File: config.mk
export PLATFORM = sky130hd
export DESIGN_NAME = sha256_byte_stream_hasher_flat
export DESIGN_NICKNAME = d
export VERILOG_FILES = /design/src/design/sha256_pkg.sv /design/src/design/sha256_if.sv /design/src/design/sha256_byte_stream_hasher.sv /design/src/design/sha256_ram.sv /design/src/design/sha256_round.sv /design/src/flat_wrapper.sv
export SDC_FILE = /design/constraint.sdc
export NUM_CORES = 2
export LEC_CHECK = 0
export ABC_CLOCK_PERIOD_IN_PS = 26500
export BUFFER_PORTS_ARGS = -buffer_cell sky130_fd_sc_hd__buf_2
export CAP_MARGIN = 40
export CORE_MARGIN = 4
export CORE_UTILIZATION = 60
export CTS_CLUSTER_DIAMETER = 100
export CTS_CLUSTER_SIZE = 30
export DETAILED_ROUTE_END_ITERATION = 8
export PLACE_DENSITY_LB_ADDON = 0.1
export SLEW_MARGIN = 20
export SYNTH_ARGS = -nofsm -noshare
export SYNTH_HDL_FRONTEND = slang
export SYNTH_SLANG_ARGS = --single-unit
File: constraint.sdc
create_clock -name i_clk -period 26.5 [get_ports i_clk]
set_input_delay 2.65 -clock i_clk [delete_from_list [all_inputs] [get_ports i_clk]]
set_output_delay 2.65 -clock i_clk [all_outputs]
set_load 0.05 [all_outputs]
File: src/design/sha256_pkg.sv
// ----------------------------------------------------------------------------
// sha256_pkg
// Shared constants, round functions and control types of the SHA-256 hasher.
// ----------------------------------------------------------------------------
package sha256_pkg;

    localparam int CHAIN_WORDS = 8;
    localparam int BLOCK_WORDS = 16;
    localparam int ROUNDS      = 64;
    localparam int LEN_WORD_HI = 14;
    localparam int LEN_WORD_LO = 15;

    localparam logic [7:0]  PAD_MARK   = 8'h80;
    localparam logic [63:0] BLOCK_BITS = 64'd512;

    localparam logic [31:0] K_ROUND [ROUNDS] = '{
        32'h428a2f98, 32'h71374491, 32'hb5c0fbcf, 32'he9b5dba5,
        32'h3956c25b, 32'h59f111f1, 32'h923f82a4, 32'hab1c5ed5,
        32'hd807aa98, 32'h12835b01, 32'h243185be, 32'h550c7dc3,
        32'h72be5d74, 32'h80deb1fe, 32'h9bdc06a7, 32'hc19bf174,
        32'he49b69c1, 32'hefbe4786, 32'h0fc19dc6, 32'h240ca1cc,
        32'h2de92c6f, 32'h4a7484aa, 32'h5cb0a9dc, 32'h76f988da,
        32'h983e5152, 32'ha831c66d, 32'hb00327c8, 32'hbf597fc7,
        32'hc6e00bf3, 32'hd5a79147, 32'h06ca6351, 32'h14292967,
        32'h27b70a85, 32'h2e1b2138, 32'h4d2c6dfc, 32'h53380d13,
        32'h650a7354, 32'h766a0abb, 32'h81c2c92e, 32'h92722c85,
        32'ha2bfe8a1, 32'ha81a664b, 32'hc24b8b70, 32'hc76c51a3,
        32'hd192e819, 32'hd6990624, 32'hf40e3585, 32'h106aa070,
        32'h19a4c116, 32'h1e376c08, 32'h2748774c, 32'h34b0bcb5,
        32'h391c0cb3, 32'h4ed8aa4a, 32'h5b9cca4f, 32'h682e6ff3,
        32'h748f82ee, 32'h78a5636f, 32'h84c87814, 32'h8cc70208,
        32'h90befffa, 32'ha4506ceb, 32'hbef9a3f7, 32'hc67178f2
    };

    localparam logic [31:0] INIT_H [CHAIN_WORDS] = '{
        32'h6a09e667, 32'hbb67ae85, 32'h3c6ef372, 32'ha54ff53a,
        32'h510e527f, 32'h9b05688c, 32'h1f83d9ab, 32'h5be0cd19
    };

    // control of the round datapath
    typedef struct packed {
        logic w_shift;  // shift a loaded word into the schedule
        logic v_shift;  // shift a word into the working variables
        logic round;    // run one compression round
    } t_core_ctl;

    function automatic logic [31:0] rotr(input logic [31:0] x, input int n);
        rotr = (x >> n) | (x << (32 - n));
    endfunction

    function automatic logic [31:0] big_sigma0(input logic [31:0] x);
        big_sigma0 = rotr(x, 2) ^ rotr(x, 13) ^ rotr(x, 22);
    endfunction

    function automatic logic [31:0] big_sigma1(input logic [31:0] x);
        big_sigma1 = rotr(x, 6) ^ rotr(x, 11) ^ rotr(x, 25);
    endfunction

    function automatic logic [31:0] small_sigma0(input logic [31:0] x);
        small_sigma0 = rotr(x, 7) ^ rotr(x, 18) ^ (x >> 3);
    endfunction

    function automatic logic [31:0] small_sigma1(input logic [31:0] x);
        small_sigma1 = rotr(x, 17) ^ rotr(x, 19) ^ (x >> 10);
    endfunction

endpackage

File: src/design/sha256_if.sv
// ----------------------------------------------------------------------------
// sha256 stream interfaces
// Valid/ready channels for message bytes in and digest words out.
// ----------------------------------------------------------------------------
interface sha256_in_if;
    logic       valid;
    logic       ready;
    logic [7:0] data_byte;
    logic       byte_present;
    logic       end_of_message;

    modport source (output valid, data_byte, byte_present, end_of_message, input ready);
    modport sink   (input valid, data_byte, byte_present, end_of_message, output ready);
endinterface

interface sha256_out_if;
    logic        valid;
    logic        ready;
    logic [31:0] digest_word;
    logic [2:0]  word_index;
    logic        last_word;

    modport source (output valid, digest_word, word_index, last_word, input ready);
    modport sink   (input valid, digest_word, word_index, last_word, output ready);
endinterface

File: src/design/sha256_byte_stream_hasher.sv
// ----------------------------------------------------------------------------
// sha256_byte_stream_hasher
// SHA-256 over a byte stream, digest out as eight 32-bit words.
// ----------------------------------------------------------------------------
// Usage:
//   i_in carries one message byte per word (byte_present), end_of_message
//   marks the final word; a final word with byte_present low ends the
//   message with the bytes held so far. o_out returns the digest as eight
//   words, index 0 first, last_word high on index 7.
//   A byte that does not complete a block is taken while the block is idle.
//   A full block is loaded, run through 64 rounds (one round per cycle)
//   and folded into the chaining memory; no input is taken meanwhile.
//   After the final word, padding writes the rest of each padded block,
//   followed by one or two compressions; then each digest word is read,
//   loaded and held until the receiver takes it.
//   The message block lives in a 16x32 RAM, the chaining words in an 8x32
//   RAM. Input is taken only while the block is idle.
//   Reset returns the chaining words to the initial values and clears the
//   byte count and bit length. A stalled receiver holds the current digest
//   word; no input is taken until all eight words are delivered.
// ----------------------------------------------------------------------------
module sha256_byte_stream_hasher (
    input  logic         i_clk,
    input  logic         i_rst_n,
    sha256_in_if.sink    i_in,
    sha256_out_if.source o_out
);

    typedef enum logic [7:0] {
        S_IDLE   = 8'b00000001,
        S_PAD    = 8'b00000010,
        S_LOAD   = 8'b00000100,
        S_ROUND  = 8'b00001000,
        S_FOLD   = 8'b00010000,
        S_OUT_RD = 8'b00100000,
        S_OUT_LD = 8'b01000000,
        S_OUT_WT = 8'b10000000
    } t_state;

    typedef enum logic [1:0] {
        NX_IDLE = 2'd0,
        NX_PAD  = 2'd1,
        NX_PAD2 = 2'd2,
        NX_OUT  = 2'd3
    } t_after;

    t_state      r_state;
    t_after      r_after;
    logic [5:0]  r_fill;
    logic [63:0] r_bits;
    logic [23:0] r_acc;
    logic [5:0]  r_cnt;
    logic [3:0]  r_widx;
    logic        r_final;
    logic        r_padw;
    logic        r_hinit;
    logic [2:0]  r_craddr;
    logic [31:0] r_dout;
    logic [2:0]  r_oidx;
    logic        r_ovalid;

    logic        in_acc;
    logic [5:0]  n_fill;
    logic        wb_we;
    logic [3:0]  wb_waddr;
    logic [31:0] wb_wdata;
    logic [31:0] wb_rdata;
    logic [31:0] pad_word;
    logic        ch_we;
    logic [2:0]  ch_waddr;
    logic [31:0] ch_rdata_ram;
    logic [31:0] ch_rdata;
    logic [31:0] v0;
    sha256_pkg::t_core_ctl ctl;

    assign i_in.ready = (r_state == S_IDLE);
    assign in_acc     = i_in.valid && i_in.ready;
    assign n_fill     = i_in.byte_present ? r_fill + 6'd1 : r_fill;

    // chaining memory reads as the initial values until first written
    assign ch_rdata = r_hinit ? sha256_pkg::INIT_H[r_craddr] : ch_rdata_ram;

    // first padding word: held bytes, then the pad mark
    always_comb begin
        unique case (r_fill[1:0])
            2'd0: pad_word = {sha256_pkg::PAD_MARK, 24'h0};
            2'd1: pad_word = {r_acc[7:0], sha256_pkg::PAD_MARK, 16'h0};
            2'd2: pad_word = {r_acc[15:0], sha256_pkg::PAD_MARK, 8'h0};
            2'd3: pad_word = {r_acc, sha256_pkg::PAD_MARK};
            default: pad_word = '0;
        endcase
    end

    // block memory write: byte packing or padding
    always_comb begin
        wb_we    = 1'b0;
        wb_waddr = r_fill[5:2];
        wb_wdata = {r_acc, i_in.data_byte};
        if (r_state == S_IDLE) begin
            wb_we = in_acc && i_in.byte_present && (r_fill[1:0] == 2'd3);
        end else if (r_state == S_PAD) begin
            wb_we    = 1'b1;
            wb_waddr = r_widx;
            priority if (r_padw && (r_widx == r_fill[5:2])) begin
                wb_wdata = pad_word;
            end else if (r_final && (r_widx == 4'(sha256_pkg::LEN_WORD_HI))) begin
                wb_wdata = r_bits[63:32];
            end else if (r_final && (r_widx == 4'(sha256_pkg::LEN_WORD_LO))) begin
                wb_wdata = r_bits[31:0];
            end else begin
                wb_wdata = '0;
            end
        end
    end

    // chaining fold write and round datapath control
    always_comb begin
        ch_we        = (r_state == S_FOLD) && (r_cnt != 6'd0);
        ch_waddr     = r_cnt[2:0] - 3'd1;
        ctl.w_shift  = (r_state == S_LOAD) && (r_cnt != 6'd0);
        ctl.v_shift  = ((r_state == S_LOAD) && (r_cnt != 6'd0) && (r_cnt <= 6'd8))
                    || ch_we;
        ctl.round    = (r_state == S_ROUND);
    end

    // word shifted into the schedule comes from the block memory
    logic [31:0] sched_word;
    logic [31:0] var_word;
    assign sched_word = wb_rdata;
    assign var_word   = ch_rdata;

    sha256_ram #(
        .WIDTH(32),
        .DEPTH(sha256_pkg::BLOCK_WORDS)
    ) u_block_ram (
        .i_clk  (i_clk),
        .i_we   (wb_we),
        .i_waddr(wb_waddr),
        .i_wdata(wb_wdata),
        .i_raddr(r_cnt[3:0]),
        .o_rdata(wb_rdata)
    );

    sha256_ram #(
        .WIDTH(32),
        .DEPTH(sha256_pkg::CHAIN_WORDS)
    ) u_chain_ram (
        .i_clk  (i_clk),
        .i_we   (ch_we),
        .i_waddr(ch_waddr),
        .i_wdata(ch_rdata + v0),
        .i_raddr(r_cnt[2:0]),
        .o_rdata(ch_rdata_ram)
    );

    // the schedule and the variables shift together during load, so the
    // core takes separate words for each
    sha256_round u_round (
        .i_clk (i_clk),
        .i_ctl (ctl),
        .i_word(sched_word),
        .i_var (var_word),
        .i_rnd (r_cnt),
        .o_v0  (v0)
    );

    // byte packing register
    always_ff @(posedge i_clk) begin
        if (in_acc && i_in.byte_present) begin
            r_acc <= {r_acc[15:0], i_in.data_byte};
        end
        r_craddr <= r_cnt[2:0];
    end

    // sequencer
    always_ff @(posedge i_clk) begin
        if (!i_rst_n) begin
            r_state  <= S_IDLE;
            r_after  <= NX_IDLE;
            r_fill   <= '0;
            r_bits   <= '0;
            r_cnt    <= '0;
            r_widx   <= '0;
            r_final  <= 1'b0;
            r_padw   <= 1'b0;
            r_hinit  <= 1'b1;
            r_ovalid <= 1'b0;
        end else begin
            unique case (r_state)
                S_IDLE: begin
                    if (in_acc) begin
                        if (i_in.byte_present && (r_fill == 6'd63)) begin
                            r_fill  <= '0;
                            r_bits  <= r_bits + sha256_pkg::BLOCK_BITS;
                            r_cnt   <= '0;
                            r_after <= i_in.end_of_message ? NX_PAD : NX_IDLE;
                            r_state <= S_LOAD;
                        end else begin
                            r_fill <= n_fill;
                            if (i_in.end_of_message) begin
                                r_widx  <= n_fill[5:2];
                                r_final <= (n_fill[5:2] < 4'(sha256_pkg::LEN_WORD_HI));
                                r_padw  <= 1'b1;
                                r_state <= S_PAD;
                            end
                        end
                    end
                end
                S_PAD: begin
                    if (r_padw && (r_widx == r_fill[5:2])) begin
                        r_bits <= r_bits + {55'h0, r_fill, 3'b000};
                    end
                    if (r_widx == 4'(sha256_pkg::LEN_WORD_LO)) begin
                        r_cnt   <= '0;
                        r_after <= r_final ? NX_OUT : NX_PAD2;
                        r_state <= S_LOAD;
                    end else begin
                        r_widx <= r_widx + 4'd1;
                    end
                end
                S_LOAD: begin
                    if (r_cnt == 6'd16) begin
                        r_cnt   <= '0;
                        r_state <= S_ROUND;
                    end else begin
                        r_cnt <= r_cnt + 6'd1;
                    end
                end
                S_ROUND: begin
                    r_cnt <= r_cnt + 6'd1;
                    if (r_cnt == 6'(sha256_pkg::ROUNDS - 1)) begin
                        r_state <= S_FOLD;
                    end
                end
                S_FOLD: begin
                    if (r_cnt == 6'd8) begin
                        r_hinit <= 1'b0;
                        r_cnt   <= '0;
                        unique case (r_after)
                            NX_IDLE: r_state <= S_IDLE;
                            NX_PAD: begin
                                r_widx  <= '0;
                                r_final <= 1'b1;
                                r_padw  <= 1'b1;
                                r_state <= S_PAD;
                            end
                            NX_PAD2: begin
                                r_widx  <= '0;
                                r_final <= 1'b1;
                                r_padw  <= 1'b0;
                                r_state <= S_PAD;
                            end
                            NX_OUT:  r_state <= S_OUT_RD;
                            default: r_state <= S_IDLE;
                        endcase
                    end else begin
                        r_cnt <= r_cnt + 6'd1;
                    end
                end
                S_OUT_RD: begin
                    r_state <= S_OUT_LD;
                end
                S_OUT_LD: begin
                    r_ovalid <= 1'b1;
                    r_state  <= S_OUT_WT;
                end
                S_OUT_WT: begin
                    if (o_out.ready) begin
                        r_ovalid <= 1'b0;
                        if (r_cnt[2:0] == 3'd7) begin
                            r_hinit <= 1'b1;
                            r_fill  <= '0;
                            r_bits  <= '0;
                            r_cnt   <= '0;
                            r_state <= S_IDLE;
                        end else begin
                            r_cnt   <= r_cnt + 6'd1;
                            r_state <= S_OUT_RD;
                        end
                    end
                end
                default: r_state <= S_IDLE;
            endcase
        end
    end

    // digest word register
    always_ff @(posedge i_clk) begin
        if (r_state == S_OUT_LD) begin
            r_dout <= ch_rdata;
            r_oidx <= r_cnt[2:0];
        end
    end

    assign o_out.valid       = r_ovalid;
    assign o_out.digest_word = r_dout;
    assign o_out.word_index  = r_oidx;
    assign o_out.last_word   = (r_oidx == 3'd7);

    // input is never taken while a digest word is pending
    a_no_in_during_out: assert property (@(posedge i_clk) disable iff (!i_rst_n)
        o_out.valid |-> !i_in.ready)
        else $error("input ready while digest word pending");

    // rounds run back to back and end in the fold
    a_round_flow: assert property (@(posedge i_clk) disable iff (!i_rst_n)
        (r_state == S_ROUND) |=> (r_state == S_ROUND || r_state == S_FOLD))
        else $error("round sequence broken");

    // after the last digest word the hasher is back at the initial state
    a_restart: assert property (@(posedge i_clk) disable iff (!i_rst_n)
        (o_out.valid && o_out.ready && o_out.last_word)
        |=> (r_hinit && (r_fill == 6'd0) && (r_bits == 64'd0)))
        else $error("state not restored after digest");

endmodule

File: src/design/sha256_ram.sv
// ----------------------------------------------------------------------------
// sha256_ram
// Generic single-write, single-read RAM with registered read data.
// ----------------------------------------------------------------------------
module sha256_ram #(
    parameter int WIDTH = 32,
    parameter int DEPTH = 16
) (
    input  logic                     i_clk,
    input  logic                     i_we,
    input  logic [$clog2(DEPTH)-1:0] i_waddr,
    input  logic [WIDTH-1:0]         i_wdata,
    input  logic [$clog2(DEPTH)-1:0] i_raddr,
    output logic [WIDTH-1:0]         o_rdata
);

    logic [WIDTH-1:0] r_mem [DEPTH];

    // write port and registered read
    always_ff @(posedge i_clk) begin
        if (i_we) begin
            r_mem[i_waddr] <= i_wdata;
        end
        o_rdata <= r_mem[i_raddr];
    end

endmodule

File: src/design/sha256_round.sv
// ----------------------------------------------------------------------------
// sha256_round
// Message schedule window and working variables, one round per cycle.
// ----------------------------------------------------------------------------
module sha256_round (
    input  logic                  i_clk,
    input  sha256_pkg::t_core_ctl i_ctl,
    input  logic [31:0]           i_word,
    input  logic [31:0]           i_var,
    input  logic [5:0]            i_rnd,
    output logic [31:0]           o_v0
);

    logic [31:0] r_w [sha256_pkg::BLOCK_WORDS];
    logic [31:0] r_v [sha256_pkg::CHAIN_WORDS];
    logic [31:0] w_next;
    logic [31:0] t1;
    logic [31:0] t2;

    // schedule expansion and round sums
    always_comb begin
        w_next = r_w[0] + sha256_pkg::small_sigma0(r_w[1]) + r_w[9]
               + sha256_pkg::small_sigma1(r_w[14]);
        t1 = r_v[7] + sha256_pkg::big_sigma1(r_v[4])
           + ((r_v[4] & r_v[5]) ^ (~r_v[4] & r_v[6]))
           + sha256_pkg::K_ROUND[i_rnd] + r_w[0];
        t2 = sha256_pkg::big_sigma0(r_v[0])
           + ((r_v[0] & r_v[1]) ^ (r_v[0] & r_v[2]) ^ (r_v[1] & r_v[2]));
    end

    // schedule window: w[0] is the word of the current round
    always_ff @(posedge i_clk) begin
        if (i_ctl.w_shift || i_ctl.round) begin
            for (int i = 0; i < sha256_pkg::BLOCK_WORDS - 1; i++) begin
                r_w[i] <= r_w[i+1];
            end
            r_w[sha256_pkg::BLOCK_WORDS-1] <= i_ctl.w_shift ? i_word : w_next;
        end
    end

    // working variables a..h
    always_ff @(posedge i_clk) begin
        if (i_ctl.v_shift) begin
            for (int i = 0; i < sha256_pkg::CHAIN_WORDS - 1; i++) begin
                r_v[i] <= r_v[i+1];
            end
            r_v[sha256_pkg::CHAIN_WORDS-1] <= i_var;
        end else if (i_ctl.round) begin
            r_v[7] <= r_v[6];
            r_v[6] <= r_v[5];
            r_v[5] <= r_v[4];
            r_v[4] <= r_v[3] + t1;
            r_v[3] <= r_v[2];
            r_v[2] <= r_v[1];
            r_v[1] <= r_v[0];
            r_v[0] <= t1 + t2;
        end
    end

    assign o_v0 = r_v[0];

endmodule

File: src/flat_wrapper.sv
// flat-port wrapper written by rule: the top's interface ports become plain ports
module sha256_byte_stream_hasher_flat 
  (i_clk, i_rst_n, i_in_valid, i_in_data_byte, i_in_byte_present, i_in_end_of_message, i_in_ready, o_out_valid, o_out_digest_word, o_out_word_index, o_out_last_word, o_out_ready);
  sha256_in_if i_in_i ();
  sha256_out_if o_out_i ();
  input  logic i_clk;
  input  logic i_rst_n;
  input wire logic [$bits(i_in_i.valid)-1:0] i_in_valid;
  input wire logic [$bits(i_in_i.data_byte)-1:0] i_in_data_byte;
  input wire logic [$bits(i_in_i.byte_present)-1:0] i_in_byte_present;
  input wire logic [$bits(i_in_i.end_of_message)-1:0] i_in_end_of_message;
  output wire logic [$bits(i_in_i.ready)-1:0] i_in_ready;
  output wire logic [$bits(o_out_i.valid)-1:0] o_out_valid;
  output wire logic [$bits(o_out_i.digest_word)-1:0] o_out_digest_word;
  output wire logic [$bits(o_out_i.word_index)-1:0] o_out_word_index;
  output wire logic [$bits(o_out_i.last_word)-1:0] o_out_last_word;
  input wire logic [$bits(o_out_i.ready)-1:0] o_out_ready;
  assign i_in_i.valid = i_in_valid;
  assign i_in_i.data_byte = i_in_data_byte;
  assign i_in_i.byte_present = i_in_byte_present;
  assign i_in_i.end_of_message = i_in_end_of_message;
  assign i_in_ready = i_in_i.ready;
  assign o_out_valid = o_out_i.valid;
  assign o_out_digest_word = o_out_i.digest_word;
  assign o_out_word_index = o_out_i.word_index;
  assign o_out_last_word = o_out_i.last_word;
  assign o_out_i.ready = o_out_ready;
  sha256_byte_stream_hasher u_core (.i_clk(i_clk), .i_rst_n(i_rst_n), .i_in(i_in_i), .o_out(o_out_i));
endmodule
==> Word-level counts from Yosys, hierarchy flattened <==
Memory sizes are Yosys's and may differ from the RTL's. A register that Yosys moved wholly into a read port is not among the register bits.
Index checks and enable logic that the tools add are counted.
{ "totals": {"register_bits": 156, "ram_bits": 1536, "mem_bits_ro": 2304, "word_cells": 250, "memories": 6} }
{ "memory_table": {"columns": ["name", "words", "word_bits", "rd", "rd_ports_with_merged_regs", "write_ports", "line_no", "text"], "rows": [
  ["(no name shown)", 64, 32, 1, 0, 0, "sha256_round.sv:26", "+ sha256_pkg::K_ROUND[i_rnd] + r_w[0];"],
  ["u_core.u_block_ram.r_mem", 16, 32, 1, 1, 1, "sha256_ram.sv:17", "logic [WIDTH-1:0] r_mem [DEPTH];"],
  ["u_core.u_round.r_w", 16, 32, 16, 0, 16, "sha256_round.sv:14", "logic [31:0] r_w [sha256_pkg::BLOCK_WORDS];"],
  ["(no name shown)", 8, 32, 1, 0, 0, "sha256_byte_stream_hasher.sv:81", "assign ch_rdata = r_hinit ? sha256_pkg::INIT_H[r_craddr] : ch_rdata_ram;"],
  ["u_core.u_chain_ram.r_mem", 8, 32, 1, 1, 1, "sha256_ram.sv:17", null],
  ["u_core.u_round.r_v", 8, 32, 8, 0, 8, "sha256_round.sv:15", "logic [31:0] r_v [sha256_pkg::CHAIN_WORDS];"]
]} }
{ "classes": {"addsub": 17, "order_cmp": 4, "eq_ne": 39, "mux": 97, "bitwise_logic": 37, "n_reduce_logical": 35} }
{ "ops": {"columns": ["cell", "n"], "rows": [
  ["$mux W32", 19],
  ["$add A32 B32 Y32", 11],
  ["$mux W64", 5],
  ["$xor A32 B32 Y32", 9],
  ["$pmux W64 S3", 1],
  ["$and A32 B32 Y32", 5],
  ["$pmux W32 S4", 1],
  ["$mux W6", 13],
  ["$add A64 B10 Y64 const B", 1],
  ["$add A64 B9 Y64", 1],
  ["$mux W8", 8],
  ["$pmux W8 S8", 1],
  ["$pmux W6 S6", 1],
  ["$mux W4", 8],
  ["$not A32 Y32", 1],
  ["$or A10 B32 Y32", 1],
  ["$or A13 B32 Y32", 1],
  ["$or A14 B32 Y32", 1],
  ["$or A15 B32 Y32", 1],
  ["$or A19 B32 Y32", 1],
  ["$or A21 B32 Y32", 1],
  ["$or A25 B32 Y32", 1],
  ["$or A26 B32 Y32", 1],
  ["$or A30 B32 Y32", 1],
  ["other kinds (51)", 135]
]} }

==> Longest topological paths before layout <==
An unclocked memory read counts as a cell.
{ "depth": {"depth_word": 10, "depth_mapped": 38} }

==> Modules after synthesis <==
A second synthesis with hierarchy kept.
{ "hier_totals": {"hier_cells": 6373, "area_unflattened_um2": 84652.4} }
{ "by_module_without_submodules": {"columns": ["mod", "n_inst", "cells_per_inst", "area_each_um2", "seq_area_each_um2"], "rows": [
  ["sha256_round", 1, 3781, 43434.2, 23062.1],
  ["sha256_ram at u_core.u_block_ram", 1, 838, 19835.3, 16015.4],
  ["sha256_byte_stream_hasher", 1, 1339, 10916.7, 3653.5],
  ["sha256_ram at u_core.u_chain_ram", 1, 415, 10466.3, 8328.0]
]} }

==> Worst setup path before layout <==
No wires, ideal clock.
{ "synth_timing": {"kind": "reg2reg", "startpoint": "reg u_core.r_cnt[1]", "endpoint": "mem u_core.u_round.r_v[0][0], enable pin", "setup_time_ns": 1.227, "arrival_ns": 19.743, "required_time_ns": 25.273, "slack_ns": 5.530, "path_stages_with_launch": 10, "n_path_buf": 3, "cell_sequence": "dfxtp_1 -> clkinv_1 -> clkbuf_1 -> buf_1 -> ha_1 -> buf_2 -> nand2_1 -> a211oi_1 -> nor2_1 -> o21ai_0"} }
{ "synth_lines": {"columns": ["element", "line_no", "text"], "rows": [
  ["start: declaration", "sha256_byte_stream_hasher.sv:52", "logic [5:0] r_cnt;"],
  ["start signal: assignment", "sha256_byte_stream_hasher.sv:226", "r_cnt <= r_cnt + 6'd1;"],
  ["start signal: assignment", "sha256_byte_stream_hasher.sv:230", "r_cnt <= r_cnt + 6'd1;"],
  ["start signal: assignment", "sha256_byte_stream_hasher.sv:257", "r_cnt <= r_cnt + 6'd1;"],
  ["end: declaration", "sha256_round.sv:15", null]
]} }

==> reports/qor.txt <==
RUN STATUS
----------------------------------------------------------------------------------
Status                                                                finished clean

GLOBAL ROUTE
----------------------------------------------------------------------------------
GR Overflow Total                                                                0
Global-route track usage on met3                                             4.90%
Vias in the first global route                                               48573
Pin count of the biggest net entering global routing                           210
Wire length of the first global-routing pass                             325000 um
Met1 track demand over resource in global routing                            45.4%
Number of antenna violations at the first check in global routing               16
Met2 GRT Util                                                                46.3%
Grt peak-use layer                                                            met2
Global-route total usage across every layer                                  30.2%

CRITICAL PATH
----------------------------------------------------------------------------------
Sort of element at the end of the critical path                          flip-flop
Maximum cell stage delay along the critical path                            820 ps
Slowest cell on the critical path                                             ha_1
Worst setup path class                                                flip-flop to flip-flop
Startpoint class of the critical path                                    flip-flop
Worst EP arrival                                                          10470 ps
Number of cells on the worst reg-to-reg path                                    30
Peak fanout along the critical path                                             30
Stages on the worst setup path                                                  30
Family with the most delay on the worst path                           adder cells
Critical path data required time                                          26930 ps
Critical path buffer and inverter count                                          3

LAYOUT
----------------------------------------------------------------------------------
Summed area of non-filler cells in the final layout                   0.0883 sq mm
Most common cell after layout, fill and taps aside                        edfxtp_1
Area taken by flip-flops and latches                                  0.0511 sq mm
Final net count                                                               6499
Fraction of layout cells with a size suffix above 1                          10.3%
Count of fill cells added during filler insertion                            10105
Synthesis-to-finish area growth                                              6.17%
Most used cells in the layout excluding fill and tap cells            edfxtp_1, nand2_1, xnor2_1
Multi-input gate area                                                 0.0303 sq mm

CLOCKING
----------------------------------------------------------------------------------
Clk slew on worst S/H paths                                                 120 ps
Hold buffer count at CTS                                                         0
Clk Tree Root Cell                                                       clkbuf_16
Insertion delay to the later sink of the worst-skew pair                    730 ps
Number of buffers created by CTS                                                71
Number of H-tree levels                                                          3
TritonCTS clock tree                                                         built
CTS sink cnt                                                                  1753
Max Root-Sink Buffers                                                            3
Post-CTS setup buffer count                                                      0
Number of instances resized during post-cts repair                               0

DRT
----------------------------------------------------------------------------------
Average wire per standard cell                                             27.8 um
Remaining number of nets flagged by the antenna check after routing              0
Vias per cell                                                                 6.42
Detailed router's first-iteration violation count                             5992
Pre-antenna DRT Iters                                                            6
Vias after detailed routing                                                  51011
Final wirelength                                                         221000 um
DRC Markers                                                                      0

TIMING
----------------------------------------------------------------------------------
Final worst-path setup slack                                              16470 ps
Total Negative Setup Slacks                                                   0 ps
Post-layout min period                                                    10030 ps
Clock Skews                                                                43.8 ps
Endpoints failing hold                                                           0
Slew at the pin with the worst max-slew slack                              1160 ps
Final number of max-transition violations                                        0
Worst-case headroom to the max-slew limit                                    22.5%
Final setup violation count                                                      0
Share of the clock period used by the worst path                             37.9%
RSZ-0062 raised after global routing                                         false
Max Freq                                                                  99.7 MHz

PLACEMENT
----------------------------------------------------------------------------------
Final RePlAce weighted congestion                                            0.962
Half-perimeter wire length after placement                               153000 um
Area after DPL                                                        0.0860 sq mm
Worst setup slack after placement                                         16720 ps
Port Buffer Count                                                               51

PWR
----------------------------------------------------------------------------------
Switching power as a share of total power                                    21.3%
Sum of internal, switching and leakage power                               4.58 mW
Largest vdd supply drop                                                0.0000896 V
Internal power summed over all cells                                       3.61 mW
Leakage power of the design                                                30.0 nW
Clock share of power                                                         30.1%
Part of the total power dissipated in combinational logic                     3.8%
Sequential group share of total power                                        66.1%
Ratio of total power to cell area                                     51.9 mW/mm^2
Power spent charging and discharging nets                                   977 uW

FLOORPLANNING
----------------------------------------------------------------------------------
Total Die Area                                                         0.145 sq mm
Standard cell core area                                                0.138 sq mm
Height of the chip                                                          380 um
Effective utilization at floorplan                                           60.4%
Standard-cell rows                                                             136
Die W                                                                       380 um
I/O pin cnt                                                                     52

LOGIC SYNTHESIS
----------------------------------------------------------------------------------
Portion of synthesized cell area occupied by the leading cell type           57.6%
Compound-Gate Fraction of Synth Area                                         8.60%
Dominant combinational cell family by area after synthesis            simple AND/OR/NAND/NOR gates
Synth area leaders                                                    edfxtp_1, mux4_2, fa_1, nand2_1, dfxtp_1
Warning count from the yosys run                                                 0
Most used DFF post-synth                                                  edfxtp_1
Register bit total from synthesis                                             1753
Async SR Flop Fraction                                                          0%
Share of synthesized cell area in and, or, nand and nor gates                8.96%
Adder-cell share of the synthesized area                                     7.86%
Register area share after synthesis                                          61.4%
Synth Cell Area                                                       0.0832 sq mm
Multiplexer area fraction after synthesis                                    6.76%
Netlist cell types                                                             105
Net Count, Synth                                                              6551
Area share of xor/xnor cells in the synthesized design                       3.99%
Average footprint of a synthesized cell                                 13.5 sq um
Number of instances in the synthesized netlist                                6153
Area leader, netlist                                                      edfxtp_1
EDFF count, synth                                                             1595

MIN PATH
----------------------------------------------------------------------------------
WHS Path Cells                                                                   0
Type of the most critical hold path                                   flip-flop to flip-flop

RUN
----------------------------------------------------------------------------------
Max capacitance violation total                                                  0

synthesized netlist by cell type (all sizes together) (45+ instances only):
master / n
edfxtp: 1595
nand2: 883
nor3: 93
fa: 189
mux2: 53
o21ai: 288
mux2i: 61
a22oi: 45
clkbuf: 257
nand3: 86
and3: 53
ha: 195
buf: 77
o21a: 47
nor2: 290
a21o: 62
inv: 201
xor2: 66
xnor2: 308
dfxtp: 158
mux4: 196
a21oi: 263
power by group through the flow:
stage	Clock [mW]	Sequential, mW	Combinational (mW)
floorplan	0	3.09	0.101
global placement	0	3.09	0.167
detailed placement	0	3.09	0.170
CTS	1.41	3.03	0.171
global route	1.52	3.03	0.186
finish	1.38	3.03	0.174
logic make-up after synthesis:
| logic type | count (synthesis) |
|---|---|
| DFF | 1753 |
| and+or+nand+nor | 1660 |
| AOI/OAI and AO/OA | 1100 |
| buffers and inverters | 538 |
| adders and majority gates | 416 |
| xor gates and xnor gates | 376 |
| muxes | 310 |
state kept, by name (all words and copies together), names as in the netlist:
| register | flops |
|---|---|
| u_core.u_round.r_v | 256 |
| u_core.u_block_ram.r_mem | 512 |
| u_core.o_out.valid | 1 |
| u_core.u_block_ram.o_rdata | 32 |
| u_core.r_padw | 1 |
| u_core.o_out.digest_word | 32 |
| u_core.r_bits | 61 |
| u_core.u_chain_ram.o_rdata | 32 |
| u_core.r_final | 1 |
| u_core.r_after | 2 |
| u_core.r_craddr | 3 |
| u_core.r_acc | 24 |
| u_core.r_fill | 6 |
| u_core.u_chain_ram.r_mem | 256 |
| u_core.r_widx | 4 |
| u_core.u_round.r_w | 512 |
| u_core.o_out.word_index | 3 |
| u_core.r_cnt | 6 |
| u_core.r_hinit | 1 |
| u_core.r_state | 8 |
layer usage:
layer	up-vias	wire length (um)
met1	25725	94100
met3	340	18600
met2	2269	100000
met4	18	7520
li1	22659	-
met5	-	140
cell type report:
type | count | area share, %
flip-flops and latches | 1753 | 57.8
multi-input cells | 3862 | 34.3
well taps | 1794 | 2.54
clock buffers | 106 | 2.26
repair buffers | 209 | 1.94
inverters | 204 | 0.868
clock inverters | 15 | 0.241
diodes | 7 | 0.0198
metrics by stage:
| stage | hold WS (ps) | std cells | utilization [%] |
|---|---|---|---|
| finish | 408 | 7950 | 64.2 |
| global route | 417 | 7944 | 64.2 |
| CTS | 408 | 7930 | 64.1 |
| detailed placement | 405 | 7809 | 62.5 |
| global placement | 400 | 7779 | 62.2 |
| floorplan | 400 | 6153 | - |
final timing paths:
check / slack [ps] / startpoint / to
hold reg to reg: 410 / u_core.u_round.r_w[1][73] / u_core.u_round.r_w[1][41]
hold / removal: 410 / u_core.u_round.r_w[1][73] / u_core.u_round.r_w[1][41]
setup / recovery: 16470 / u_core.r_cnt[0] / u_core.u_round.r_v[0][27]
setup reg to reg: 16470 / u_core.r_cnt[0] / u_core.u_round.r_v[0][27]
(Power assumes the default switching activity.)
